`config.mk`:
```
export PLATFORM = sky130hd
export DESIGN_NAME = tsp_queue
export DESIGN_NICKNAME = d
export VERILOG_FILES = /design/src/hdl/tsp_pkg.sv /design/src/hdl/tsp_queue.sv
export SDC_FILE = /design/constraint.sdc
export NUM_CORES = 1
export LEC_CHECK = 0
export BUFFER_PORTS_ARGS = -buffer_cell sky130_fd_sc_hd__buf_2
export CORE_ASPECT_RATIO = 1.1
export CORE_MARGIN = 3
export CORE_UTILIZATION = 46
export CTS_CLUSTER_DIAMETER = 200
export DETAILED_ROUTE_END_ITERATION = 10
export PLACE_DENSITY = 0.77
export SYNTH_ARGS = -nofsm -noshare
export SYNTH_HDL_FRONTEND = slang
export SYNTH_SLANG_ARGS = --single-unit
```
`constraint.sdc`:
```
create_clock -name clk -period 2.2 [get_ports clk]
set_input_delay 0.11 -clock clk [delete_from_list [all_inputs] [get_ports clk]]
set_output_delay 0.11 -clock clk [all_outputs]
set_load 0.03 [all_outputs]
```
`src/hdl/tsp_pkg.sv`:
```
package tsp_pkg;

  localparam int TSP_MAX_TERMS   = 16;
  localparam int TSP_FRAC_BITS   = 24;
  localparam int TSP_QUEUE_DEPTH = 2;

  localparam int PHASE_W = 16;
  localparam int CNT_W   = 16;
  localparam int TC_W    = 5;
  localparam int TERM_W  = 6;   // holds a term count up to 63
  localparam int ADDR_W  = 3;
  localparam int DATA_W  = 32;

  localparam logic REG_POINT_COUNT = 1'b0;
  localparam logic REG_TERM_COUNT  = 1'b1;

  localparam logic [CNT_W-1:0] POINT_COUNT_RST = 16'd1024;
  localparam logic [TC_W-1:0]  TERM_COUNT_RST  = 5'd8;

  localparam int WORK_BITS = 24;
  localparam int X_SHIFT   = 32 - WORK_BITS;
  localparam int X32_W     = 36;
  localparam int X_W       = 27;
  localparam int X2_W      = 30;
  localparam int MAG_W     = 32;
  localparam int P_W       = MAG_W + X2_W;
  localparam int C_W       = 14;
  localparam int SUM_W     = 40;
  localparam int OUT_W     = 32;

  // 2*pi in Q32, rounded to nearest
  localparam logic [X32_W-1:0] TWO_PI_Q32 = 36'h6487ED511;

  localparam int DIV_W     = 52;
  localparam int DVS_W     = 16;
  localparam int DIV_RADIX = 4;
  localparam int DIV_STEPS = DIV_W / DIV_RADIX;
  localparam int DIV_CNT_W = $clog2(DIV_STEPS + 1);

  typedef struct packed {
    logic [PHASE_W-1:0] idx;
    logic [CNT_W-1:0]   cnt;
    logic [TERM_W-1:0]  nterms;
    logic               skip;
    logic               oor;
  } tsp_job_t;

  typedef struct packed {
    logic             start;
    logic [DIV_W-1:0] dividend;
    logic [DVS_W-1:0] divisor;
  } tsp_div_req_t;

  typedef struct packed {
    logic             done;
    logic [DIV_W-1:0] quotient;
  } tsp_div_rsp_t;

endpackage

```
`src/hdl/tsp_queue.sv`:
```
module tsp_queue
  import tsp_pkg::*;
#(
  parameter int DEPTH = TSP_QUEUE_DEPTH
) (
  input  logic     clk,
  input  logic     rst,
  input  logic     push,
  input  tsp_job_t push_data,
  output logic     full,
  input  logic     pop,
  output tsp_job_t pop_data,
  output logic     empty
);

  localparam int AW = $clog2(DEPTH);
  localparam int CW = $clog2(DEPTH + 1);

  tsp_job_t        mem [DEPTH];
  logic [AW-1:0]   wr_ptr;
  logic [AW-1:0]   rd_ptr;
  logic [CW-1:0]   count;
  logic            do_push;
  logic            do_pop;

  assign full     = count == CW'(DEPTH);
  assign empty    = count == '0;
  assign do_push  = push & ~full;
  assign do_pop   = pop & ~empty;
  assign pop_data = mem[rd_ptr];

  always_ff @(posedge clk) begin
    if (do_push) begin
      mem[wr_ptr] <= push_data;
    end
  end

  always_ff @(posedge clk) begin
    if (rst) begin
      wr_ptr <= '0;
      rd_ptr <= '0;
      count  <= '0;
    end else begin
      if (do_push) begin
        wr_ptr <= (wr_ptr == AW'(DEPTH - 1)) ? '0 : wr_ptr + AW'(1);
      end
      if (do_pop) begin
        rd_ptr <= (rd_ptr == AW'(DEPTH - 1)) ? '0 : rd_ptr + AW'(1);
      end
      case ({do_push, do_pop})
        2'b10:   count <= count + CW'(1);
        2'b01:   count <= count - CW'(1);
        default: count <= count;
      endcase
    end
  end

endmodule

```
# Word-level counts from Yosys, hierarchy flattened
# Memories as Yosys holds them, arrays and structs flattened. A register that Yosys moved wholly into a read port is not among the register bits.
# Cells that the tools add are included.
# word_totals
reg_bits	4
latchBits	0
mem_bits_rw	80
mem_bits_ro	0
n_memories	1
# memory_table
memory	words	word_bits	read_ports	rd_clocked_by_memory_dff	wr	line_no	source
mem	2	40	1	1	1	tsp_queue.sv:19	tsp_job_t mem [DEPTH];
# classes
add_sub_neg	4
n_mul	0
n_div	0
n_lt_le_gt_ge	0
eq_ne	3
n_shift	0
mux	7
bitwise_logic	4
n_reduce_logical	2
# op_table
operator	count
1-bit two-way mux	6
2-bit equality test, second input constant	2
2-bit one-hot mux with 2 select lines	1
1-bit adder, second input constant	2
2-bit by 1-bit adder with 2-bit output, second input constant	1
1-bit bitwise AND	2
2-bit by 1-bit equality test with 1-bit output, second input constant	1
2-bit logical NOT	1
1-bit NOT	2
2-bit nonzero test	1
2-bit by 1-bit subtractor with 2-bit output, second input constant	1

# Depth between registers and ports, before layout
# logic_depth
word_depth	5
mapped_depth	6
mapped_depth_nobuf	6

# Worst setup path after synthesis
# OpenSTA, ideal clock, no wires.
# synth_path
kind	reg2reg
startpoint	register count[0]
endpoint	memory mem[0][0] (netlist bit), enable pin
setup_ps	394
t_arrival_ps	1758
required_ps	1806
path_slack_ps	48
path_stages_with_launch	5
synth_period_minus_slack_ps	2152
cell_sequence	dfxtp_1 > nand2b_2 > inv_2 > or3_1 > inv_1
# synth_via
elab_chain_len	5
# synth_rtl
element	line_no	source
start: declaration	tsp_queue.sv:22	logic [CW-1:0] count;
start signal: assignment	tsp_queue.sv:51	2'b10: count <= count + CW'(1);
start signal: assignment	tsp_queue.sv:52	2'b01: count <= count - CW'(1);
start signal: assignment	tsp_queue.sv:53	default: count <= count;
2-bit equality test	tsp_queue.sv:26	assign full = count == CW'(DEPTH);
named net full	tsp_queue.sv:10	output logic full,
1-bit NOT	tsp_queue.sv:28	assign do_push = push & ~full;
1-bit bitwise AND	tsp_queue.sv:28	
1-bit two-way mux	tsp_queue.sv:33	if (do_push) begin
1-bit two-way mux (implied by the code)	tsp_queue.sv:34	mem[wr_ptr] <= push_data;
end: declaration	tsp_queue.sv:19	
# The timed path passes the listed nets, and every way through them passes these cells.

# Worst setup path after layout
# layout_path
startpoint	register count[0]
endpoint	memory mem[0][3] (netlist bit), enable pin
# layout_via
elab_chain_len	5
# layout_rtl
element	line_no
2-bit equality test	tsp_queue.sv:26
1-bit NOT	tsp_queue.sv:28
1-bit bitwise AND	tsp_queue.sv:28
1-bit two-way mux	tsp_queue.sv:33
1-bit two-way mux (implied by the code)	tsp_queue.sv:34
# Every way passes these cells.

==> flow_summary_export.csv <==
group,metric,value,unit
run_status,status,"complete, no violations",
worst_setup_path,path_cells,"nand2b_2 -> inv_2 -> or3_1 -> inv_1 -> buf_12",
final_layout,drive_gt1_share,44.4,%
worst_setup_path,cp_slowest_stage_delay,0.41,ns
run,drv_cap,0,
worst_setup_path,critPathMaxFanout,34,
final_layout,multi_input_area,564,um^2
global_routing,grt_pass1_wl,8830,um
worst_setup_path,crit_buf_inv,3,
cts,htreeDepth,3,
worst_setup_path,r2r_cells,5,
synth,synth_cell_types,18,
worst_setup_path,critical_path_depth,5,
floorplanning,initial_core_util,48.8,%
synth,synth_most_common_cell,"edfxtp_1",
global_routing,overflow,0,
pwr,ir_drop,0.637,mV
timing,fin_skew,0.00678,ns
synth,synth-seq-cells,85,
route,wl_per_cell,15.3,um
worst_setup_path,cp.arrival,1.82,ns
synth,synth_ff_type,"edfxtp_1",
synth,synth_nets,195,
synth,ys_seq_area_share,80.8,%
cts,cts.clk_slew.worst_paths,0.07,ns
final_layout,final_cells,373,
pwr,p_leak,1.63,nW
final_layout,final-seq-area,2500,um^2
route,ant_nets,0,
cts,worstSkewPairLatency,0.33,ns
placed_design,dp_cells,316,
synth,synthXorXnorAreaFrac,0.848,%
floorplanning,die_area,7750,um^2
timing,final_hold_viol_count,0,
worst_setup_path,crit_family,"buffers and inverters",
route,num_vias,1781,
synth,yosys.area_share.simple,1.49,%
pwr,power_density,1130,nW/um^2
synth,netlist_top_cells_area,"edfxtp_1, mux2_2, mux2_1, dfxtp_1, buf_2",
cts,cts_root_buffer,"clkbuf_8",
final_layout,n_antenna_cell,0,
synth,syn_area_per_cell,20.6,um^2
synth,async_flop_share,0,%
final_layout,fillers,442,
synth,synth_edf_count,80,
timing,finalSetupViolCount,0,
synth,synth_compound_area_share,0.889,%
final_layout,fin_nets,333,
route,routed_wl,5710,um
synth,synth.mux.area_fraction,14.5,%
synth,synth_top_family_by_area,"multiplexers",
worst_setup_path,endpoint_kind,"register",
cts,cts_buffers,9,
worst_hold_path,holdPathStages,4,
final_layout,final_cell_area,4250,um^2
placed_design,placedInstanceArea,3650,um^2
timing,relSlewSlack,79.0,%
route,vias_per_cell,4.77,
timing,final.period_utilization,81.5,%
placed_design,gp_congestion,0.672,
synth,yosysTopAreaCellShare,77.6,%
synth,synthTopCellsByCount,"edfxtp_1, mux2_2, mux2_1",
timing,maxSlewViolCount,0,
synth,yosys.area_share.adder,0.404,%
placed_design,dp_worst_setup_slack,0.404,ns
placed_design,dp_hpwl,3710,um
synth,netlist_instances,150,
global_routing,grt_pass1_vias,1875,
timing,worstMarginPinSlew,0.315,ns
worst_setup_path,worstPathRequired,2.23,ns
global_routing,antenna_found_initial,0,
route,drcViolationCount,0,
synth,ys_warn_count,0,
cts,cts_tree,"done",
timing,fin_hold_ws,0.177,ns
cts,cts_resized,0,
timing,fin_crit,1.79,ns
synth,synth_area,3100,um^2
worst_setup_path,startpoint_type,"register",
floorplanning,die_w,84.2,um
global_routing,grt_max_degree,35,
synth,yosysTopAreaCell,"edfxtp_1",
final_layout,areaGrowthSynthToFinish,37.2,%
floorplanning,num_rows,30,
worst_setup_path,critPathSlowestCell,"dfxtp_1",
cts,post_cts_buffers,0,
final_layout,fin_util,67.0,%
cts,cts_sinks,85,
route,drtIter0Drc,97,
timing,setup_ws,0.408,ns
floorplanning,die_height,92.1,um
placed_design,port_buffers,85,
floorplanning,core,6340,um^2
floorplanning,io-pin-count,86,
global_routing,grt_usage,15.3,%
pwr,finalPower,4.78,mW
timing,rsz0062_at_grt,"false",
worst_hold_path,worstHoldPathType,"primary input to register",
route,first_pass_iters,4,
worst_setup_path,worstSetupPathType,"register to register",
timing,setup-tns-final,0,ns
cts,cts_max_path_buffers,2,
timing,fmax,0.558,GHz
-- flip-flops by register name, indices dropped and copies added, names as in the netlist, named ones only --
register	flops
wr_ptr	1
count	2
mem	80
rd_ptr	1
-- where the power goes --
group          switching [mW]  total [mW]  internal (mW)  leakage (nW)
registers              0.0708        2.11           2.04         0.790
clock network           0.492        1.01          0.518        0.0907
logic                    1.06        1.66          0.598         0.751
total                    1.62        4.78           3.16          1.63
-- logic make-up (layout without fill, tap and decap cells) --
family / Yosys count / in the layout
AO/OA/AOI/OAI: 5 / 5
multiplexers: 40 / 40
AND/OR/NAND/NOR: 9 / 9
buffers and inverters: 7 / 150
XOR/XNOR: 3 / 3
adder cells (fa/ha/maj): 1 / 1
flip-flops: 85 / 85
-- layout make-up --
cell class                      count  area share (%)
Clock buffer                       11            3.09
Clock inverter                      5            1.21
Inverter                            3           0.265
Multi-Input combinational cell     58            13.3
Sequential cell                    85            58.9
Tap cell                           80            2.36
Timing Repair Buffer              131            20.9
-- routing by layer --
| layer | wire, um | track usage (%) | vias up |
|---|---|---|---|
| met5 | 0 | 0 | - |
| li1 | - | - | 859 |
| met2 | 3230 | 27.8 | 51 |
| met1 | 2170 | 16.1 | 865 |
| met4 | 94 | 7.51 | 0 |
| met3 | 218 | 4.49 | 6 |
-- tightest hold or removal path, cell delays in order --
cell and delay (ns):
buf_2 0.11, inv_1 0.06, or3_1 0.11, a21oi_1 0.07
-- path summary, 6_finish.rpt --
kind | startpoint | slack, ns | end
setup / recovery | count[0] | 0.41 | mem[0][3]
hold / removal | push | 0.18 | wr_ptr
hold reg to reg | rd_ptr | 0.53 | register
setup reg to reg | count[0] | 0.41 | mem[0][3]
-- layout by cell type, fill, tap and decap left out, types with 2 or more instances in the layout --
master	synthesis	final
clkbuf_8	0	9
buf_4	0	4
mux2_1	17	17
or3_1	2	2
o21ai_0	2	2
edfxtp_1	80	80
xnor2_1	2	2
dfxtp_1	5	4
a21oi_1	2	2
buf_2	4	85
mux2_2	23	23
clkinv_2	0	2
inv_1	2	2
nor2_1	4	4
clkbuf_1	0	2
dlygate4sd3_1	0	41
-- what timing repair did --
| action | CTS | global route |
|---|---|---|
| endpoints found under the setup margin | 0 | 0 |
| hold buffers | 41 | 0 |
| endpoints found under the hold margin | 85 | 0 |
Power figures use the tool's default switching activity.
