<file path="config.mk">
export PLATFORM = sky130hd
export DESIGN_NAME = tsp_front
export DESIGN_NICKNAME = d
export VERILOG_FILES = /design/src/hdl/tsp_pkg.sv /design/src/hdl/tsp_front.sv
export SDC_FILE = /design/constraint.sdc
export NUM_CORES = 1
export LEC_CHECK = 0
export BUFFER_PORTS_ARGS = -buffer_cell sky130_fd_sc_hd__clkbuf_2
export CAP_MARGIN = 20
export CORE_MARGIN = 4
export CORE_UTILIZATION = 35
export DETAILED_ROUTE_END_ITERATION = 10
export PLACE_DENSITY = 0.77
export REMOVE_ABC_BUFFERS = 1
export SYNTH_ARGS = -nofsm -noshare
export SYNTH_HDL_FRONTEND = slang
export SYNTH_SLANG_ARGS = --single-unit
</file>
<file path="constraint.sdc">
create_clock -name clk -period 1.5 [get_ports clk]
set_input_delay 0.075 -clock clk [delete_from_list [all_inputs] [get_ports clk]]
set_output_delay 0.075 -clock clk [all_outputs]
set_load 0.02 [all_outputs]
</file>
<file path="src/hdl/tsp_pkg.sv">
package tsp_pkg;

  localparam int TSP_MAX_TERMS   = 16;
  localparam int TSP_FRAC_BITS   = 24;
  localparam int TSP_QUEUE_DEPTH = 2;

  localparam int PHASE_W = 16;
  localparam int CNT_W   = 16;
  localparam int TC_W    = 5;
  localparam int TERM_W  = 6;   // holds a term count up to 63
  localparam int ADDR_W  = 3;
  localparam int DATA_W  = 32;

  localparam logic REG_POINT_COUNT = 1'b0;
  localparam logic REG_TERM_COUNT  = 1'b1;

  localparam logic [CNT_W-1:0] POINT_COUNT_RST = 16'd1024;
  localparam logic [TC_W-1:0]  TERM_COUNT_RST  = 5'd8;

  localparam int WORK_BITS = 24;
  localparam int X_SHIFT   = 32 - WORK_BITS;
  localparam int X32_W     = 36;
  localparam int X_W       = 27;
  localparam int X2_W      = 30;
  localparam int MAG_W     = 32;
  localparam int P_W       = MAG_W + X2_W;
  localparam int C_W       = 14;
  localparam int SUM_W     = 40;
  localparam int OUT_W     = 32;

  // 2*pi in Q32, rounded to nearest
  localparam logic [X32_W-1:0] TWO_PI_Q32 = 36'h6487ED511;

  localparam int DIV_W     = 52;
  localparam int DVS_W     = 16;
  localparam int DIV_RADIX = 4;
  localparam int DIV_STEPS = DIV_W / DIV_RADIX;
  localparam int DIV_CNT_W = $clog2(DIV_STEPS + 1);

  typedef struct packed {
    logic [PHASE_W-1:0] idx;
    logic [CNT_W-1:0]   cnt;
    logic [TERM_W-1:0]  nterms;
    logic               skip;
    logic               oor;
  } tsp_job_t;

  typedef struct packed {
    logic             start;
    logic [DIV_W-1:0] dividend;
    logic [DVS_W-1:0] divisor;
  } tsp_div_req_t;

  typedef struct packed {
    logic             done;
    logic [DIV_W-1:0] quotient;
  } tsp_div_rsp_t;

endpackage

</file>
<file path="src/hdl/tsp_front.sv">
module tsp_front
  import tsp_pkg::*;
#(
  parameter int MAX_TERMS = TSP_MAX_TERMS
) (
  input  logic                clk,
  input  logic                rst,
  input  logic                psel,
  input  logic                penable,
  input  logic                pwrite,
  input  logic [ADDR_W-1:0]   paddr,
  input  logic [DATA_W-1:0]   pwdata,
  output logic [DATA_W-1:0]   prdata,
  output logic                pready,
  input  logic                s_tvalid,
  output logic                s_tready,
  input  logic [PHASE_W-1:0]  s_tdata,
  input  logic                q_full,
  output logic                q_push,
  output tsp_job_t            q_job
);

  logic [CNT_W-1:0] point_count;
  logic [TC_W-1:0]  term_count;
  logic             reg_sel;
  logic             wr_en;

  assign pready  = 1'b1;
  assign reg_sel = paddr[2];
  assign wr_en   = psel & penable & pwrite & pready;

  always_ff @(posedge clk) begin
    if (rst) begin
      point_count <= POINT_COUNT_RST;
      term_count  <= TERM_COUNT_RST;
    end else if (wr_en) begin
      case (reg_sel)
        REG_POINT_COUNT: point_count <= pwdata[CNT_W-1:0];
        REG_TERM_COUNT:  term_count  <= pwdata[TC_W-1:0];
        default: ;
      endcase
    end
  end

  always_comb begin
    case (reg_sel)
      REG_POINT_COUNT: prdata = DATA_W'(point_count);
      REG_TERM_COUNT:  prdata = DATA_W'(term_count);
      default:         prdata = '0;
    endcase
  end

  // classify: out of range and zero-count items skip evaluation, and the term count is clamped to 1..MAX_TERMS
  always_comb begin
    q_job.idx = s_tdata;
    q_job.cnt = point_count;
    q_job.oor = s_tdata > point_count;
    q_job.skip = q_job.oor | (point_count == '0);
    if (term_count == '0) begin
      q_job.nterms = TERM_W'(1);
    end else if (32'(term_count) > MAX_TERMS) begin
      q_job.nterms = TERM_W'(MAX_TERMS);
    end else begin
      q_job.nterms = TERM_W'(term_count);
    end
  end

  assign s_tready = ~q_full;
  assign q_push   = s_tvalid & ~q_full;

endmodule

</file>
======== Word level (Yosys, flattened, before mapping) ========
Cells that the tools add are included.
cells by class
  $lt $le $gt $ge ......................... 2
  multiplexer cells ....................... 3
  bitwise gates (word level) .............. 6
  reductions and logical operators ........ 4
operator list
  kind                number
  $pmux 32 s2         1
  $gt 16x16->1        1
  $logic_not 16->1    1
  $mux 5              2
  $gt 5x5->1 const B  1
  $logic_not 5->1     1
  $reduce_and 2->1    2
  $and 1x1->1         3
  $not 1->1           2
  $or 1x1->1          1
word-level totals
  flip-flop bits (word level) ............. 21
  bits of input ports ..................... 58

======== Longest topological paths before layout ========
Gate-level depths: netlist of run 1.
  depth after elaboration ................. 3
  gate-level depth with buffers ........... 7
  depth with buffers taken out ............ 7

======== Least setup slack after synthesis of run 1 ========
No wires, ideal clock.
  kind .................................... register to output
  start point ............................. register point_count[15]
  end point ............................... output port q_job[1] (netlist name)
  arrival time ............................ 1813 ps
  slack ................................... -388 ps
  stages on the path, launching flop included .. 7
  path buffers ............................ 0
  path through ............................ dfxtp_1 inv_1 ha_1 nand4_2 nor2_1 or3_1 o32a_1
RTL lines
  element                   line             text
  start: declaration        tsp_front.sv:23  logic [CNT_W-1:0] point_count;
  start signal: assignment  tsp_front.sv:38  REG_POINT_COUNT: point_count <= pwdata[CNT_W-1:0];
  end: declaration          tsp_front.sv:20  output tsp_job_t q_job

==> results.md, run 1 <==
* CTS tree: done
* 1st-pass router iterations at 4
* Port bufs at 96
* Final GP Congestion at around 0.87
* Crit-path leading delay family: simple AND/OR/NAND/NOR gates
* Num CTS Buffers at 3
* Worst Path Buf+Inv at 2
* Register-to-Register Path Depth at 4
* Area of the multi-input gates at 1070 um2
* PnR worst setup slack at -0.512 ns
* Crit. path cell count at 7
* Layout cells sized above 1 at 53.2%
* Final TNS setup at -1.01 ns
* WL final at 5150 um
* CTS H-Tree Depth at 1
* RSZ-0062 raised after global routing: true
* Sequential Area at 434 um2
* Cells after Synth at 223
* Die Ht at roughly 76 um
* Fillers at roughly 420
* Antenna-violating nets left at 0
* First-pass GRT wire length at 7480 um
* Worst-path cell chain: inv_2 -> ha_4 -> nand4_4 -> nor2_1 -> or3_4 -> o31a_2 -> clkbuf_8
* Max Cap Violations at 0
* Clk pin slew, worst setup/hold paths at around 0.07 ns
* Clk buf depth at 2
* Clk_skew at 0 ns
* Failing checks: negative setup slack
* Total congestion overflow at 0
* HPWL Detailed at 4100 um
* Per-cell routed wire length at between 10 and 15 um
* Leak at roughly 1.2 nW
* Clk Latency, worst-skew pair at around 0.26 ns
* Fin crit period at 2.01 ns
* Die W at 75.8 um
* Largest stage delay, worst path at 0.38 ns
* Vias per cell at around 4.7
* Setup crit end kind: output pin
* Yosys warnings at 0
* Largest net degree at the start of global routing at 22
* Yosys reg bits at 21
* Post-Route Utilization at 55.2%
* Row Count at 24
* First DRT Iteration DRCs at roughly 60
* Cell Pwr Density at 592 nW/um2
* Status: complete, but fails checks
* CP Data Required Time at 1.42 ns
* Largest fanout on the critical path at 4
* Worst Hold Depth at 2
* Period Utilization, post-route at 134%
* Vias in the first global route at about 1,700
* Hold crit path type: in2reg
* GRT Resource Usage Total at ~17%
* Final Cell Area at between 2000 and 2500 um2
* Root buffer cell: clkbuf_8
* Cell variety after synth at 29
* Slew Viols, Final at 0
* Clock Sinks at 21
* Final Hold Fails at 0
* Data arrival, critical path at 1.94 ns
* I/O pin total at 133
* Initial core utilization at about 37%
* Initial antenna violation count at 0
* Antenna diodes at 0
* Post-Place Cell Area at roughly 2200 um2
* Fmax at 497 MHz
* Layout Nets at 404
* Mean Syn Cell Area at approximately 7.2 um2
* Core area at 4380 um2
* # setup viols final at 2
* Max stage delay cell, worst path: or3_4
* Sequential share of the synthesized area at approximately a quarter
* VDD IR-drop max at 0.000278 V
* Die Area at 5740 um2
* Area growth, synth to finish at 50.7%
* DRC Markers at 0
* Crit Path Class: reg2out
* Mapped cell area at approximately 1600 um2
* Critical path launch point type: flop
* DR vias at ~1,800
## power breakdown
part | internal (W) | switching, W | total (W) | leakage [nW]
logic | 0.000200 | 0.000283 | 0.000483 | 1.01
registers | 0.000571 | 0.00000961 | 0.000580 | 0.175
clock network | 0.000185 | 0.000184 | 0.000369 | 0.0255
## cell usage in the layout, fill, tap and decap left out
cell / netlist / layout
nor2_1: 21 / 21
a21oi_1: 22 / 18
inv_2: 0 / 7
nand4_4: 0 / 1
nand4_1: 2 / 2
nor3_1: 3 / 3
or2_2: 2 / 2
o31a_2: 1 / 1
nor4_1: 4 / 4
o21ai_1: 0 / 2
nand2_1: 42 / 40
and4_1: 1 / 1
nor2_2: 1 / 1
or3_4: 0 / 1
nand3_1: 1 / 1
a21oi_2: 0 / 3
nor4_4: 0 / 1
dfxtp_1: 21 / 10
nor2b_1: 4 / 4
a211o_1: 2 / 2
inv_1: 19 / 12
o32a_1: 1 / 1
ha_2: 0 / 1
a21oi_4: 0 / 1
clkbuf_8: 0 / 5
clkbuf_2: 0 / 94
conb_1: 2 / 18
nand2_2: 0 / 2
mux2_2: 1 / 1
ha_4: 0 / 10
mux2i_1: 4 / 4
ha_1: 16 / 5
dfxtp_2: 0 / 11
a22o_1: 1 / 1
clkinv_2: 0 / 1
o21ai_0: 7 / 5
buf_4: 34 / 32
## sequential cells by signal (all words and copies together) (netlist names)
signal and count:
term_count 5, point_count 16
## worst register-to-register path: cells and delay by family, from the launching register on
kind | cells | cell delay [ns]
flops | 1 | 0.33
buf+inv | 2 | 0.21
simple gates | 1 | 0.04
compound gates | 1 | 0.26
## cell type report
type / count / share of cell area [%]
repair buffers: 128 / 30.5
inverters: 19 / 2.95
flip-flops and latches: 21 / 17.9
well taps: 52 / 2.69
clock buffers: 3 / 1.71
clock inverters: 1 / 0.207
multi-input cells: 157 / 44.0
## kinds of logic after synthesis
group,after synthesis,synth area share [%]
adders and majority gates,16,12.5
buffers and inverters,61,22.3
other,2,0.467
and+or+nand+nor,84,23.5
muxes,5,3.19
DFF,21,26.2
AOI/OAI and AO/OA,34,11.9
## stage by stage
step                      total power, W  hold slack, ns  cells  setup slack, ns
after floorplan                 0.000779           0.144    197           -0.388
after global placement          0.000992           0.282    375           -0.288
after detailed placement         0.00100           0.288    375           -0.336
after CTS                        0.00142          0.0167    379           -0.467
after global routing             0.00151          0.0286    381           -0.579
final                            0.00143          0.0161    381           -0.512
## synth_stat cells
cell type   n  area share [%]
mux2i_1     4             2.5
nand3_1     1            0.31
nor3_1      3            0.93
o21ai_0     7             2.2
buf_1       1            0.23
nor2b_1     4             1.6
nand2_1    42             9.8
clkbuf_1    6             1.4
mux2_2      1            0.70
buf_2       1            0.31
a21oi_1    22             6.9
inv_1      19             4.4
nor4_1      4             1.6
dfxtp_1    21              26
conb_1      2            0.47
or2_2       2            0.78
nor4_2      1            0.78
o32a_1      1            0.62
o31a_2      1            0.62
and4_1      1            0.55
buf_4      34              16
nor2_1     21             4.9
a22o_1      1            0.55
nand4_2     1            0.78
or3_1       1            0.39
nor2_2      1            0.39
ha_1       16              12
nand4_1     2            0.78
a211o_1     2             1.1
## metal layers
metal	vias up	global-route usage [%]	part of all wire (%)
li1	892	-	-
met1	796	19.6	39
met2	92	30.5	50
met3	9	3.56	9.2
met4	0	7.57	1.9
met5	-	0	0
## final timing paths
kind | startpoint | end | slack [ns]
worst max-delay path | point_count[14] | q_job[0] | -0.51
worst min-delay path | pwdata[10] | point_count[10] | 0.02
worst max register to register | point_count[10] | point_count[10] | 0.56
worst min register to register | term_count[3] | term_count[3] | 0.54
## what timing repair did
action	4_1_cts	5_1_grt
gates resized for setup	36	9
setup buffers	0	2
cloned	0	0
pin swaps	11	4
setup endpoints to repair	2	2
hold buffers	0	0
Power figures use the tool's default switching activity.
==> inputs of run 2 (changes only) <==
CORE_UTILIZATION = 31   (was 35)
PLACE_DENSITY = unset   (was 0.77)
PLACE_DENSITY_LB_ADDON = 0.12   (was unset)
clock period = 2 ns   (was 1.5 ns; I/O delays follow)
==> run 2 against run 1 <==
Effect of this change:
- the run still ends with negative setup slack left
- flip-flop and latch count did not move
- hold slack improved by 0.039 ns
- core utilization fell by 7.5 points
- global-route usage fell by 2.7 points
- clock skew did not move
- worst setup slack improved by 0.49 ns
- cell count did not move
- count of clock-buffer cells in the layout rose by 1
- combinational power fell by 29%
- non-clock buffer count fell by 15
- sequential share of layout area rose by 0.81 points
- largest cell class unchanged
- highest routed layer unchanged
==> results.md, run 2 (synthesized netlist as in run 1, its figures left out) <==
* Vias in the first global route at 1,500
* CTS tree: done
* Sink of the worst hold path: point_count[10]
* Sequential Area at between 400 and 500 um2
* Root buffer cell: clkbuf_8
* # hold bufs at CTS at 0
* DR vias at between 1,500 and 2,000
* Setup crit end kind: output pin
* Crit-path leading delay family: simple AND/OR/NAND/NOR gates
* Leak at ~1.1 nW
* Max stage delay cell, worst path: or3_4
* DRC Markers at 0
* Initial core utilization at 32.9%
* Antenna-violating nets left at 0
* Fmax at roughly 490 MHz
* Fillers at about 540
* Total congestion overflow at 0
* Largest stage delay, worst path at ~0.36 ns
* Fin crit period at 2.02 ns
* VDD IR-drop max at roughly 0.00027 V
* Final GP Congestion at roughly 0.76
* Worst Hold Depth at 2
* Clk buf depth at 2
* Worst-path cell chain: inv_2 -> ha_4 -> nand4_4 -> nor2_2 -> or3_4 -> o32a_1 -> clkbuf_8
* Failing checks: negative setup slack
* Largest fanout on the critical path at 4
* Crit Path Class: reg2out
* Layout cells sized above 1 at approximately half
* Hold crit path type: in2reg
* R2r startpoint: point_count[10]
* Clk pin slew, worst setup/hold paths at around 0.070 ns
* Max Cap Violations at 0
* Commonest non-fill, non-tap cell in the layout: clkbuf_2
* Die W at around 80 um
* Final Hold Fails at 0
* WL final at approximately 4800 um
* Vias per cell at roughly 4.2
* First DRT Iteration DRCs at 32
* 1st-pass router iterations at 4
* Worst Path Buf+Inv at 2
* Area growth, synth to finish at 45.0%
* Clock Sinks at 21
* DP Cell Count at about 370
* GRT Resource Usage Total at 14.5%
* Slew Viols, Final at 0
* RSZ-0062 raised after global routing: true
* First-pass GRT wire length at a little over 7000 um
* Max reg flops at 16
* Layout Nets at between 300 and 400
* Worst slack, placed at 0.108 ns
* Core area at 4880 um2
* PnR worst setup slack at -0.0231 ns
* Status: complete, but fails checks
* Total power at 0.00105 W
* Initial antenna violation count at 0
* Final TNS setup at -0.0239 ns
* Die Ht at about 80 um
* Area of the multi-input gates at roughly 1100 um2
* Largest net degree at the start of global routing at 22
* Row Count at 25
* Cell Pwr Density at about 450 nW/um2
* CTS H-Tree Depth at 1
* # setup viols final at 2
* Hold path start: pwdata[10]
* Reg2reg end: point_count[10]
* HPWL Detailed at a little under 4000 um
* Num CTS Buffers at 3
* Non-filler cells, final at between 300 and 400
* Die Area at 6400 um2
* Per-cell routed wire length at around 13 um
* CP Data Required Time at roughly 1.9 ns
* Period Utilization, post-route at 101%
* Commonest non-fill, non-tap cells in the layout: clkbuf_2, nand2_1, nor2_1
* Register-to-Register Path Depth at 3
* Biggest regs: point_count (16), term_count (5)
* Clk Latency, worst-skew pair at approximately 0.25 ns
* Antenna diodes at 0
* Data arrival, critical path at roughly 1.9 ns
* Setup slack, reg-to-reg at between 1 and 1.5 ns
* Final Cell Area at about 2300 um2
* I/O pin total at between 100 and 150
* Port bufs at 96
* Most flops, register: point_count
* Critical path launch point type: flop
* Post-Place Cell Area at approximately 2000 um2
* Clk_skew at 0 ns
## run 2: worst max path at each step
stage / depth (start not counted) / slack (ns) / from / to
6_report: 7 / -0.02 / point_count[14] / q_job[1]
5_1_grt: 7 / -0.09 / point_count[14] / q_job[1]
4_1_cts: 7 / -0.02 / point_count[15] / q_job[1]
3_5_place_dp: 7 / 0.11 / point_count[14] / q_job[1]
3_3_place_gp: 7 / 0.12 / point_count[13] / q_job[1]
2_1_floorplan: 6 / 0.09 / point_count[15] / q_job[1]
## run 2: worst reg2reg max path, delay by kind of cell, from the launching register on
family | cells | cell delay [ns]
and+or+nand+nor | 1 | 0.05
buffers and inverters | 1 | 0.08
DFF | 1 | 0.33
AOI/OAI and AO/OA | 1 | 0.27
## run 2: metrics by stage
step | hold slack [ns] | utilization [%]
global placement | 0.308 | 41.1
finish | 0.0553 | 47.7
CTS | 0.0511 | 46.0
floorplan | 0.169 | -
detailed placement | 0.316 | 41.1
global route | 0.0572 | 47.7
## run 2: layout make-up
cell class | count | area share [%]
multi-input cells | 157 | 45.2
repair buffers | 113 | 27.4
flip-flops and latches | 21 | 18.7
well taps | 67 | 3.60
inverters | 19 | 3.06
clock buffers | 4 | 1.93
## run 2: per-layer routing
metal	global-route usage, %	part of all wire, %	wire length, um
met2	24.8	49	2330
met4	4.90	0.84	40
met5	0	0	0
met1	18.6	45	2150
met3	1.69	5.3	253
## run 2: power breakdown
group          total (W)  internal, W  switching, W
clock network   0.000268     0.000141      0.000127
logic           0.000343     0.000140      0.000203
registers       0.000437     0.000428    0.00000837
total            0.00105     0.000710      0.000339
## run 2: repair_timing
item                                    CTS  global route
endpoints found under the setup margin    2             2
buffers inserted                          4             5
endpoints found under the hold margin     0             0
resized for setup                        36            11
pin swaps                                 8             7
