[config.mk]
export PLATFORM = sky130hd
export DESIGN_NAME = tsp_div
export DESIGN_NICKNAME = d
export VERILOG_FILES = /design/src/hdl/tsp_pkg.sv /design/src/hdl/tsp_div.sv
export SDC_FILE = /design/constraint.sdc
export NUM_CORES = 1
export LEC_CHECK = 0
export ABC_AREA = 1
export BUFFER_PORTS_ARGS = -buffer_cell sky130_fd_sc_hd__clkbuf_2
export CAP_MARGIN = 5
export CORE_AREA = 2 2 208 210
export CTS_BUF_LIST = sky130_fd_sc_hd__clkbuf_8
export DETAILED_ROUTE_END_ITERATION = 7
export DIE_AREA = 0 0 210 212
export PLACE_DENSITY = 0.47
export SLEW_MARGIN = 20
export SYNTH_ARGS = -nofsm -noshare
export SYNTH_HDL_FRONTEND = slang
export SYNTH_SLANG_ARGS = --single-unit
[constraint.sdc]
create_clock -name clk -period 9.18 [get_ports clk]
set_clock_uncertainty 0.1 [all_clocks]
set_input_delay 0.918 -clock clk [delete_from_list [all_inputs] [get_ports clk]]
set_output_delay 0.918 -clock clk [all_outputs]
set_load 0.01 [all_outputs]
[src/hdl/tsp_pkg.sv]
package tsp_pkg;

  localparam int TSP_MAX_TERMS   = 16;
  localparam int TSP_FRAC_BITS   = 24;
  localparam int TSP_QUEUE_DEPTH = 2;

  localparam int PHASE_W = 16;
  localparam int CNT_W   = 16;
  localparam int TC_W    = 5;
  localparam int TERM_W  = 6;   // holds a term count up to 63
  localparam int ADDR_W  = 3;
  localparam int DATA_W  = 32;

  localparam logic REG_POINT_COUNT = 1'b0;
  localparam logic REG_TERM_COUNT  = 1'b1;

  localparam logic [CNT_W-1:0] POINT_COUNT_RST = 16'd1024;
  localparam logic [TC_W-1:0]  TERM_COUNT_RST  = 5'd8;

  localparam int WORK_BITS = 24;
  localparam int X_SHIFT   = 32 - WORK_BITS;
  localparam int X32_W     = 36;
  localparam int X_W       = 27;
  localparam int X2_W      = 30;
  localparam int MAG_W     = 32;
  localparam int P_W       = MAG_W + X2_W;
  localparam int C_W       = 14;
  localparam int SUM_W     = 40;
  localparam int OUT_W     = 32;

  // 2*pi in Q32, rounded to nearest
  localparam logic [X32_W-1:0] TWO_PI_Q32 = 36'h6487ED511;

  localparam int DIV_W     = 52;
  localparam int DVS_W     = 16;
  localparam int DIV_RADIX = 4;
  localparam int DIV_STEPS = DIV_W / DIV_RADIX;
  localparam int DIV_CNT_W = $clog2(DIV_STEPS + 1);

  typedef struct packed {
    logic [PHASE_W-1:0] idx;
    logic [CNT_W-1:0]   cnt;
    logic [TERM_W-1:0]  nterms;
    logic               skip;
    logic               oor;
  } tsp_job_t;

  typedef struct packed {
    logic             start;
    logic [DIV_W-1:0] dividend;
    logic [DVS_W-1:0] divisor;
  } tsp_div_req_t;

  typedef struct packed {
    logic             done;
    logic [DIV_W-1:0] quotient;
  } tsp_div_rsp_t;

endpackage

[src/hdl/tsp_div.sv]
module tsp_div
  import tsp_pkg::*;
(
  input  logic         clk,
  input  logic         rst,
  input  tsp_div_req_t req,
  output tsp_div_rsp_t rsp
);

  logic                 busy;
  logic                 done;
  logic [DIV_CNT_W-1:0] cnt;
  logic [DIV_W-1:0]     num;
  logic [DIV_W-1:0]     quo;
  logic [DVS_W-1:0]     rem;
  logic [DVS_W-1:0]     dvs;

  logic [DVS_W:0]       r;
  logic [DIV_W-1:0]     n;
  logic [DIV_RADIX-1:0] qb;

  // several restoring steps per cycle on a narrow remainder
  always_comb begin
    r  = {1'b0, rem};
    n  = num;
    qb = '0;
    for (int j = 0; j < DIV_RADIX; j++) begin
      r = {r[DVS_W-1:0], n[DIV_W-1]};
      n = {n[DIV_W-2:0], 1'b0};
      if (r >= {1'b0, dvs}) begin
        r  = r - {1'b0, dvs};
        qb = {qb[DIV_RADIX-2:0], 1'b1};
      end else begin
        qb = {qb[DIV_RADIX-2:0], 1'b0};
      end
    end
  end

  always_ff @(posedge clk) begin
    if (rst) begin
      busy <= 1'b0;
      done <= 1'b0;
      cnt  <= '0;
    end else begin
      done <= busy & ~req.start & (cnt == DIV_CNT_W'(1));
      if (req.start) begin
        busy <= 1'b1;
        cnt  <= DIV_CNT_W'(DIV_STEPS);
        num  <= req.dividend;
        dvs  <= req.divisor;
        rem  <= '0;
        quo  <= '0;
      end else if (busy) begin
        num <= n;
        rem <= r[DVS_W-1:0];
        quo <= {quo[DIV_W-DIV_RADIX-1:0], qb};
        cnt <= cnt - DIV_CNT_W'(1);
        if (cnt == DIV_CNT_W'(1)) begin
          busy <= 1'b0;
        end
      end
    end
  end

  assign rsp.done     = done;
  assign rsp.quotient = quo;

endmodule

**After elaboration in Yosys (flattened, before gate mapping)**

Index checks and enable logic that the tools add are counted.

- Reductions and logical operators: 4
- Multiplexer cells: 17
- Order comparisons: 4
- Shift operators: 0
- $add $sub $neg: 5
- Div/mod/pow operators: 0
- Equal/unequal tests: 1
- Bitwise logic cells: 4
- Multiply operators: 0

Operators by type and width:

| cell | count |
|---|---|
| $mux 52 | 3 |
| $mux 16 | 5 |
| $ge 17x16->1 | 4 |
| $sub 16x16->16 | 4 |
| $mux 4 | 2 |
| $mux 1 | 7 |
| $eq 4x1->1 const B | 1 |
| $reduce_and 2->1 | 2 |
| $sub 4x1->4 const B | 1 |
| $and 1x1->1 | 2 |
| $not 1->1 | 2 |
| $reduce_bool 2->1 | 1 |
| $reduce_or 2->1 | 1 |

- Bits in writable memories: 0
- ROM bits: 0
- Latch bits: 0
- Logic and storage cells: 43
- Register bits: 142
- Output and inout port bits: 53
- Memories: 0

**Longest topological paths before layout**

Gate-level depths: netlist of the first run.

- Word-level depth: 9
- Depth in mapped cells: 58

**Worst setup path before layout of the first run**

OpenSTA, ideal clock, no wires.

- Path kind: flip-flop to flip-flop
- Start: reg dvs[1]
- End: reg rem[14], data pin
- Cell stages (with the launch flop): 51
- Buffers on the path: 5
- Arrival time: 6.994 ns
- Slack: 1.836 ns
- Required time: 8.830 ns
- Path through: edfxtp_1 -> inv_1 -> ha_1 -> nand2_1 -> nor2_1 -> nand2_1 -> nand3_2 -> nand2_1 -> nand2_2 -> nand2_2 -> nand2_2 -> buf_4 -> buf_2 -> o21ai_0 -> inv_1 -> ha_1 -> a21o_1 -> a21oi_1 -> [... 15 more ...] -> a211oi_1 -> buf_2 -> nand2_4 -> buf_2 -> nand2_1 -> nand2_1 -> inv_1 -> ha_1 -> nand2_1 -> o21ai_0 -> a21oi_1 -> o21ai_0 -> a21boi_0 -> o21ai_0 -> xor2_1 -> nand2_1 -> inv_1 -> nor2_1

- Longest elaborated chain between the ends: 9
- Elaborated cells between the ends (all ways): 13

RTL lines:

| what | line | text |
|---|---|---|
| start, declared | tsp_div.sv:16 | `logic [DVS_W-1:0] dvs;` |
| start signal, assigned | tsp_div.sv:50 | `dvs <= req.divisor;` |
| $sub 16x16->16 / $ge 17x16->1 (equally long branches) | tsp_div.sv:31, tsp_div.sv:30 |  |
| $mux 16 | tsp_div.sv:30 | `if (r >= {1'b0, dvs}) begin` |
| $sub 16x16->16 / $ge 17x16->1 (equally long branches) | tsp_div.sv:31, tsp_div.sv:30 |  |
| $mux 16 | tsp_div.sv:30 |  |
| $sub 16x16->16 / $ge 17x16->1 (equally long branches) | tsp_div.sv:31, tsp_div.sv:30 |  |
| $mux 16 | tsp_div.sv:30 |  |
| $sub 16x16->16 / $ge 17x16->1 (equally long branches) | tsp_div.sv:31, tsp_div.sv:30 |  |
| $mux 16 * | tsp_div.sv:30 |  |
| $mux 16 * | tsp_div.sv:53 | `end else if (busy) begin` |
| end signal, assigned | tsp_div.sv:55 | `rem <= r[DVS_W-1:0];` |
| end, declared | tsp_div.sv:15 | `logic [DVS_W-1:0] rem;` |

Mark *: on every way between the ends. The rest lies on a longest branch, timed or not. The select of a mux whose other input is x is not followed.
A chain may end at the register's enable or synchronous reset.

**Worst setup path in the final report of the first run**

- Start: reg dvs[10]
- End: reg rem[7], data pin

- Longest elaborated chain between the ends: 9
- Elaborated cells between the ends (all ways): 13

RTL lines:

| what | line |
|---|---|
| $sub 16x16->16 / $ge 17x16->1 (equally long branches) | tsp_div.sv:31, tsp_div.sv:30 |
| $mux 16 | tsp_div.sv:30 |
| $sub 16x16->16 / $ge 17x16->1 (equally long branches) | tsp_div.sv:31, tsp_div.sv:30 |
| $mux 16 | tsp_div.sv:30 |
| $ge 17x16->1 / $sub 16x16->16 (equally long branches) | tsp_div.sv:30, tsp_div.sv:31 |
| $mux 16 | tsp_div.sv:30 |
| $sub 16x16->16 / $ge 17x16->1 (equally long branches) | tsp_div.sv:31, tsp_div.sv:30 |
| $mux 16 * | tsp_div.sv:30 |
| $mux 16 * | tsp_div.sv:53 |

Marks and branches as above.

==> impl_metrics.tcl, run 1 <==
set metrics [dict create \
    drc_errors 0 \
    placeableCoreArea_um2 42510 \
    rrSetupSlack_ps 870 \
    finalSetupTns_ps 0 \
    fin_nets 1493 \
    n_antenna_cell 0 \
    rr_worst_depth 46 \
    gp_congestion 0.9166 \
    overflow 0 \
    critPathKind "flop to flop" \
    grt-busiest-layer "met2" \
    grt_usage 0.1269 \
    arrival_ps 8440 \
    finalHoldViolCount 0 \
    post_drt_wl_per_cell_um 14.70 \
    path_common_cell "nand2_1" \
    die-area_um2 44520 \
    grt.met1_usage 0.1666 \
    maxCapViolCount 0 \
    timing.final.ws_setup_ps 865.5 \
    synth_top_cell_by_area "edfxtp_1" \
    firstDrtPassIters 7 \
    reg2reg_to "rem[7]" \
    synth_cell_type_count 46 \
    rows 76 \
    grt_pass1_wl_um 42870 \
    grt_pass1_vias 7833 \
    required_ps 9310 \
    endpoint_kind "flop" \
    fin_crit_sh 0.9057 \
    ios 124 \
    synth-async-reset-ratio 0 \
    ys.flop_type "edfxtp_1" \
    post-place-ws_ps 253.5 \
    fillers 4606 \
    hold_depth 2 \
    synth_edf_count 136 \
    drt_iter0_markers 556 \
    drive_above_1_share 0.1641 \
    synthTopCellsByArea "edfxtp_1, nand2_1, ha_1, inv_1, nor2_1" \
    synth.most_common_cell "nand2_1" \
    setup-violations-final 0 \
    clk_latency_ps 490 \
    clkTransAtPathRegs_ps 90 \
    die_w_um 210 \
    synth_area_um2 9630 \
    numCtsBuffers 17 \
    grt_max_degree 71 \
    cts_tree "done" \
    final-max-slew-violation-count 0 \
    io_buffers 123 \
    syn_inst 1209 \
    r2r-start "dvs[10]" \
    worstPathMaxFanout 22 \
    cts_buffer_depth 2 \
    ys_ff_latch 142 \
    antenna_found_initial 0 \
    routed_via_density 4.269 \
    synth_nets 1350 \
    critPathLaunchType "flop" \
    tightestPinTransition_ps 913.3 \
    slowest_stage "o21ai_0" \
    dp_hpwl_um 21550 \
    synth_top_cell_area_share 0.4241 \
    cts_root_buf "clkbuf_8" \
    drt_wl_total_um 28080 \
    crit_path_max_incr_delay_ps 400 \
    min_to "num[24]" \
    vias 8158 \
    period_needed_ps 8314 \
    max_freq_mhz 120.3 \
    yosys-top-cells-count "nand2_1, inv_1, edfxtp_1" \
    use_met3 0.02792 \
    die_y_um 212 \
    hold_start "num[20]" \
    yosys_warnings 0 \
    synth_area_per_cell_um2 7.966 \
    htree_num_levels 4 \
    ant_nets 0 \
    slew_headroom 0.3911 \
    cts.sinks 142 \
    ys_seq_area_frac 0.4365 \
    syn2layout_area_growth_pct 18.99 \
    rsz0062_at_grt "no" \
    hp-class "flop to flop" \
    status "finished, final reports clean" \
    initial_core_util 0.2266 \
    use_met2 0.2004 \
]
-- cells by family (layout without fill, tap and decap cells) --
| kind of cell | Yosys count | after routing | share of synthesized area |
|---|---|---|---|
| flops | 142 | 142 | 0.4365 |
| xor+xnor | 50 | 50 | 0.04547 |
| buf+inv | 227 | 382 | 0.09315 |
| fa+ha+maj | 70 | 70 | 0.09406 |
| simple gates | 596 | 597 | 0.2583 |
| compound gates | 124 | 124 | 0.07250 |
-- worst max-delay path: cells and delay by family (launching register included) --
family,cells,cell delay [ps]
fa+ha+maj,4,1300
buf+inv,6,950
compound gates,13,2770
simple gates,23,2550
flops,1,380
-- cell type report --
cell class                      instances  area (um2)  share of cell area
Tap cell                              546       683.2             0.05961
Sequential cell                       142        4204              0.3669
Inverter                              198       753.2             0.06573
Timing Repair Buffer                  152       835.8             0.07293
Multi-Input combinational cell        841        4567              0.3985
Clock buffer                           17       234.0             0.02042
Clock inverter                         15       182.7             0.01594
-- how the worst max path moves through the flow --
stage / startpoint / endpoint / slack, ps / cells after the start
after floorplan: dvs[1] / rem[14] / 1840 / 50
after global placement: dvs[12] / rem[14] / 360 / 46
after detailed placement: dvs[12] / rem[14] / 250 / 46
after CTS: dvs[12] / rem[14] / 210 / 46
after global routing: dvs[10] / rem[9] / 50 / 47
final: dvs[10] / rem[7] / 870 / 46
-- through the flow --
stage	std cells	util	cell area [um2]	hold slack [ps]
detailed placement	1867	0.2569	10920	399.6
global placement	1867	0.2569	10920	393.4
global route	1911	0.2696	11460	432.0
floorplan	1209	-	9630	370.3
CTS	1899	0.2667	11340	408.9
finish	1911	0.2696	11460	410.7
-- flip-flops by register name (all words and copies together) (netlist names) --
| signal | flops |
|---|---|
| busy | 1 |
| done | 1 |
| dvs | 16 |
| rem | 16 |
| num | 52 |
| cnt | 4 |
| quo | 52 |
-- repair_timing --
item / 4_1_cts / 5_1_grt
buffers inserted: 0 / 11
hold buffers: 0 / 0
setup endpoints to repair: 0 / 17
gates resized for setup: 0 / 12
-- metal layers --
metal  share of wire  vias to the layer above
li1                -                     4157
met1            0.46                     3764
met2            0.46                      196
met3           0.049                       41
met4           0.031                        0
met5               0                        -
-- placed cells by master (no fill, tap or decap), types with 4 or more instances in the layout --
| master | synthesis | layout |
|---|---|---|
| a21boi_0 | 7 | 7 |
| a21o_1 | 5 | 5 |
| a21oi_1 | 49 | 49 |
| a31oi_1 | 4 | 4 |
| buf_4 | 2 | 30 |
| clkbuf_2 | 0 | 122 |
| clkbuf_8 | 0 | 17 |
| clkinvlp_4 | 0 | 4 |
| dfxtp_1 | 6 | 6 |
| edfxtp_1 | 136 | 136 |
| fa_1 | 4 | 4 |
| ha_1 | 66 | 66 |
| inv_1 | 189 | 187 |
| inv_2 | 8 | 7 |
| inv_6 | 0 | 5 |
| nand2_1 | 393 | 393 |
| nand2_2 | 9 | 8 |
| nand2_4 | 4 | 5 |
| nand3_1 | 48 | 48 |
| nand3b_1 | 4 | 4 |
| nand4_1 | 4 | 4 |
| nor2_1 | 109 | 108 |
| nor3_1 | 8 | 8 |
| nor4_1 | 4 | 4 |
| o21ai_0 | 41 | 36 |
| o21ai_1 | 7 | 10 |
| xnor2_1 | 27 | 27 |
| xor2_1 | 23 | 23 |
Power of run 1 is left out: the tool's default activity adds up to more than one toggle a clock period on the data nets, which glitch-free logic cannot reach.
==> run 2: changes to the inputs <==
--- a/config.mk
+++ b/config.mk
@@ -6,13 +6,13 @@
 export NUM_CORES = 1
 export LEC_CHECK = 0
 export ABC_AREA = 1
-export BUFFER_PORTS_ARGS = -buffer_cell sky130_fd_sc_hd__clkbuf_2
 export CAP_MARGIN = 5
 export CORE_AREA = 2 2 208 210
 export CTS_BUF_LIST = sky130_fd_sc_hd__clkbuf_8
 export DETAILED_ROUTE_END_ITERATION = 7
 export DIE_AREA = 0 0 210 212
-export PLACE_DENSITY = 0.47
+export DONT_BUFFER_PORTS = 1
+export PLACE_DENSITY = 0.45
 export SLEW_MARGIN = 20
 export SYNTH_ARGS = -nofsm -noshare
 export SYNTH_HDL_FRONTEND = slang
==> impl_metrics.tcl, run 2 (synthesis results as in run 1) <==
set metrics [dict create \
    status "finished, final reports clean" \
    cts.sinks 142 \
    cts_root_buf "clkbuf_8" \
    rsz0062_at_grt "no" \
    drive_above_1_share 0.07317 \
    top_regs "num: 52 flops, quo: 52 flops" \
    drt_wl_total_um 27710 \
    grt_pass1_wl_um 41800 \
    ios 124 \
    tightestPinTransition_ps 1029 \
    period_needed_ps 8409 \
    final-max-slew-violation-count 0 \
    rows 76 \
    die-area_um2 44520 \
    firstDrtPassIters 4 \
    critPathKind "flop to flop" \
    finalSetupTns_ps 0 \
    grt_max_degree 108 \
    htree_num_levels 4 \
    final_common_cell "nand2_1" \
    critPathLaunchType "flop" \
    post_drt_wl_per_cell_um 15.60 \
    gp_congestion 0.9124 \
    crit_path_max_incr_delay_ps 500 \
    routed_via_density 4.265 \
    grt_usage 0.1274 \
    finish.utilization 0.2531 \
    maxCapViolCount 0 \
    drt_iter0_markers 443 \
    path_common_cell "nand2_1" \
    worstPathMaxFanout 24 \
    final_cell_mix "nand2_1, inv_1, edfxtp_1" \
    slowest_stage "edfxtp_1" \
    syn2layout_area_growth_pct 11.72 \
    ant_nets 0 \
    grt_pass1_vias 7401 \
    initial_core_util 0.2266 \
    required_ps 9460 \
    slew_headroom 0.3132 \
    vias 7575 \
    n_antenna_cell 0 \
    numCtsBuffers 17 \
    cts_tree "done" \
    hp-class "input pin to flop" \
    placeableCoreArea_um2 42510 \
    fin_crit_sh 0.9160 \
    die_w_um 210 \
    setup-violations-final 0 \
    io_buffers 0 \
    overflow 0 \
    postCtsHoldBufs 0 \
    arrival_ps 8690 \
    dp_hpwl_um 21270 \
    finalHoldViolCount 0 \
    clkTransAtPathRegs_ps 90 \
    endpoint_kind "flop" \
    clk_latency_ps 540 \
    max_freq_mhz 118.9 \
    antenna_found_initial 0 \
    fin_nets 1358 \
    die_y_um 212 \
    drc_errors 0 \
    cts_buffer_depth 2 \
]
-- run 2: cell count changes in the layout (fill, tap and decap cells not counted), sizes merged --
cell / delta
clkbuf: -122
buf: -12
inv: +4
clkinv: -2
clkinvlp: -2
nand3: -1
-- run 2: metal layers --
metal  vias to the layer above  global-route usage  routed length [um]
met2                       177              0.1976               12480
met4                         0             0.07557                1229
met3                        53             0.04077                1728
met1                      3462              0.1551               12270
met5                         -                   0                   0
li1                       3883                   -                   -
-- run 2: metrics by stage --
| stage | hold WS, ps | worst slack [ps] | area (um2) | instances |
|---|---|---|---|---|
| final | 341.9 | 771.2 | 10760 | 1776 |
| after global routing | 284.0 | 42.37 | 10760 | 1776 |
| after CTS | 272.8 | 443.4 | 10740 | 1776 |
| after detailed placement | 399.5 | 474.0 | 10300 | 1744 |
| after global placement | 394.8 | 500.6 | 10300 | 1744 |
| after floorplan | 370.3 | 1836 | 9630 | 1209 |
-- run 2: critical path, delay by kind of cell, from the launching register on --
kind                       cells  cell delay [ps]
buffers and inverters          3              280
AOI/OAI and AO/OA             11             2580
adders and majority gates      4             1410
and+or+nand+nor               24             3360
DFF                            1              500
-- run 2: cell type report --
class,count,area [um2]
inverters,198,745.7
multi-input cells,840,4557
clock buffers,17,234.0
flip-flops and latches,142,4204
repair buffers,18,135.1
fillers,4654,31750
clock inverters,15,200.2
well taps,546,683.2
-- run 2: worst paths after layout --
kind         endpoint  cells past startpoint    start  slack [ps]
min reg2reg   num[45]                      2  num[41]         420
max reg2reg    rem[9]                     42   rem[5]         770
max            rem[9]                     42   rem[5]         770
min            cnt[3]                      1      rst         340
-- run 2: what timing repair did --
item | in CTS | in global routing
endpoints found under the setup margin | 0 | 17
setup buffers | 0 | 0
gates resized for setup | 0 | 16
Power of run 2 is left out for the same reason.
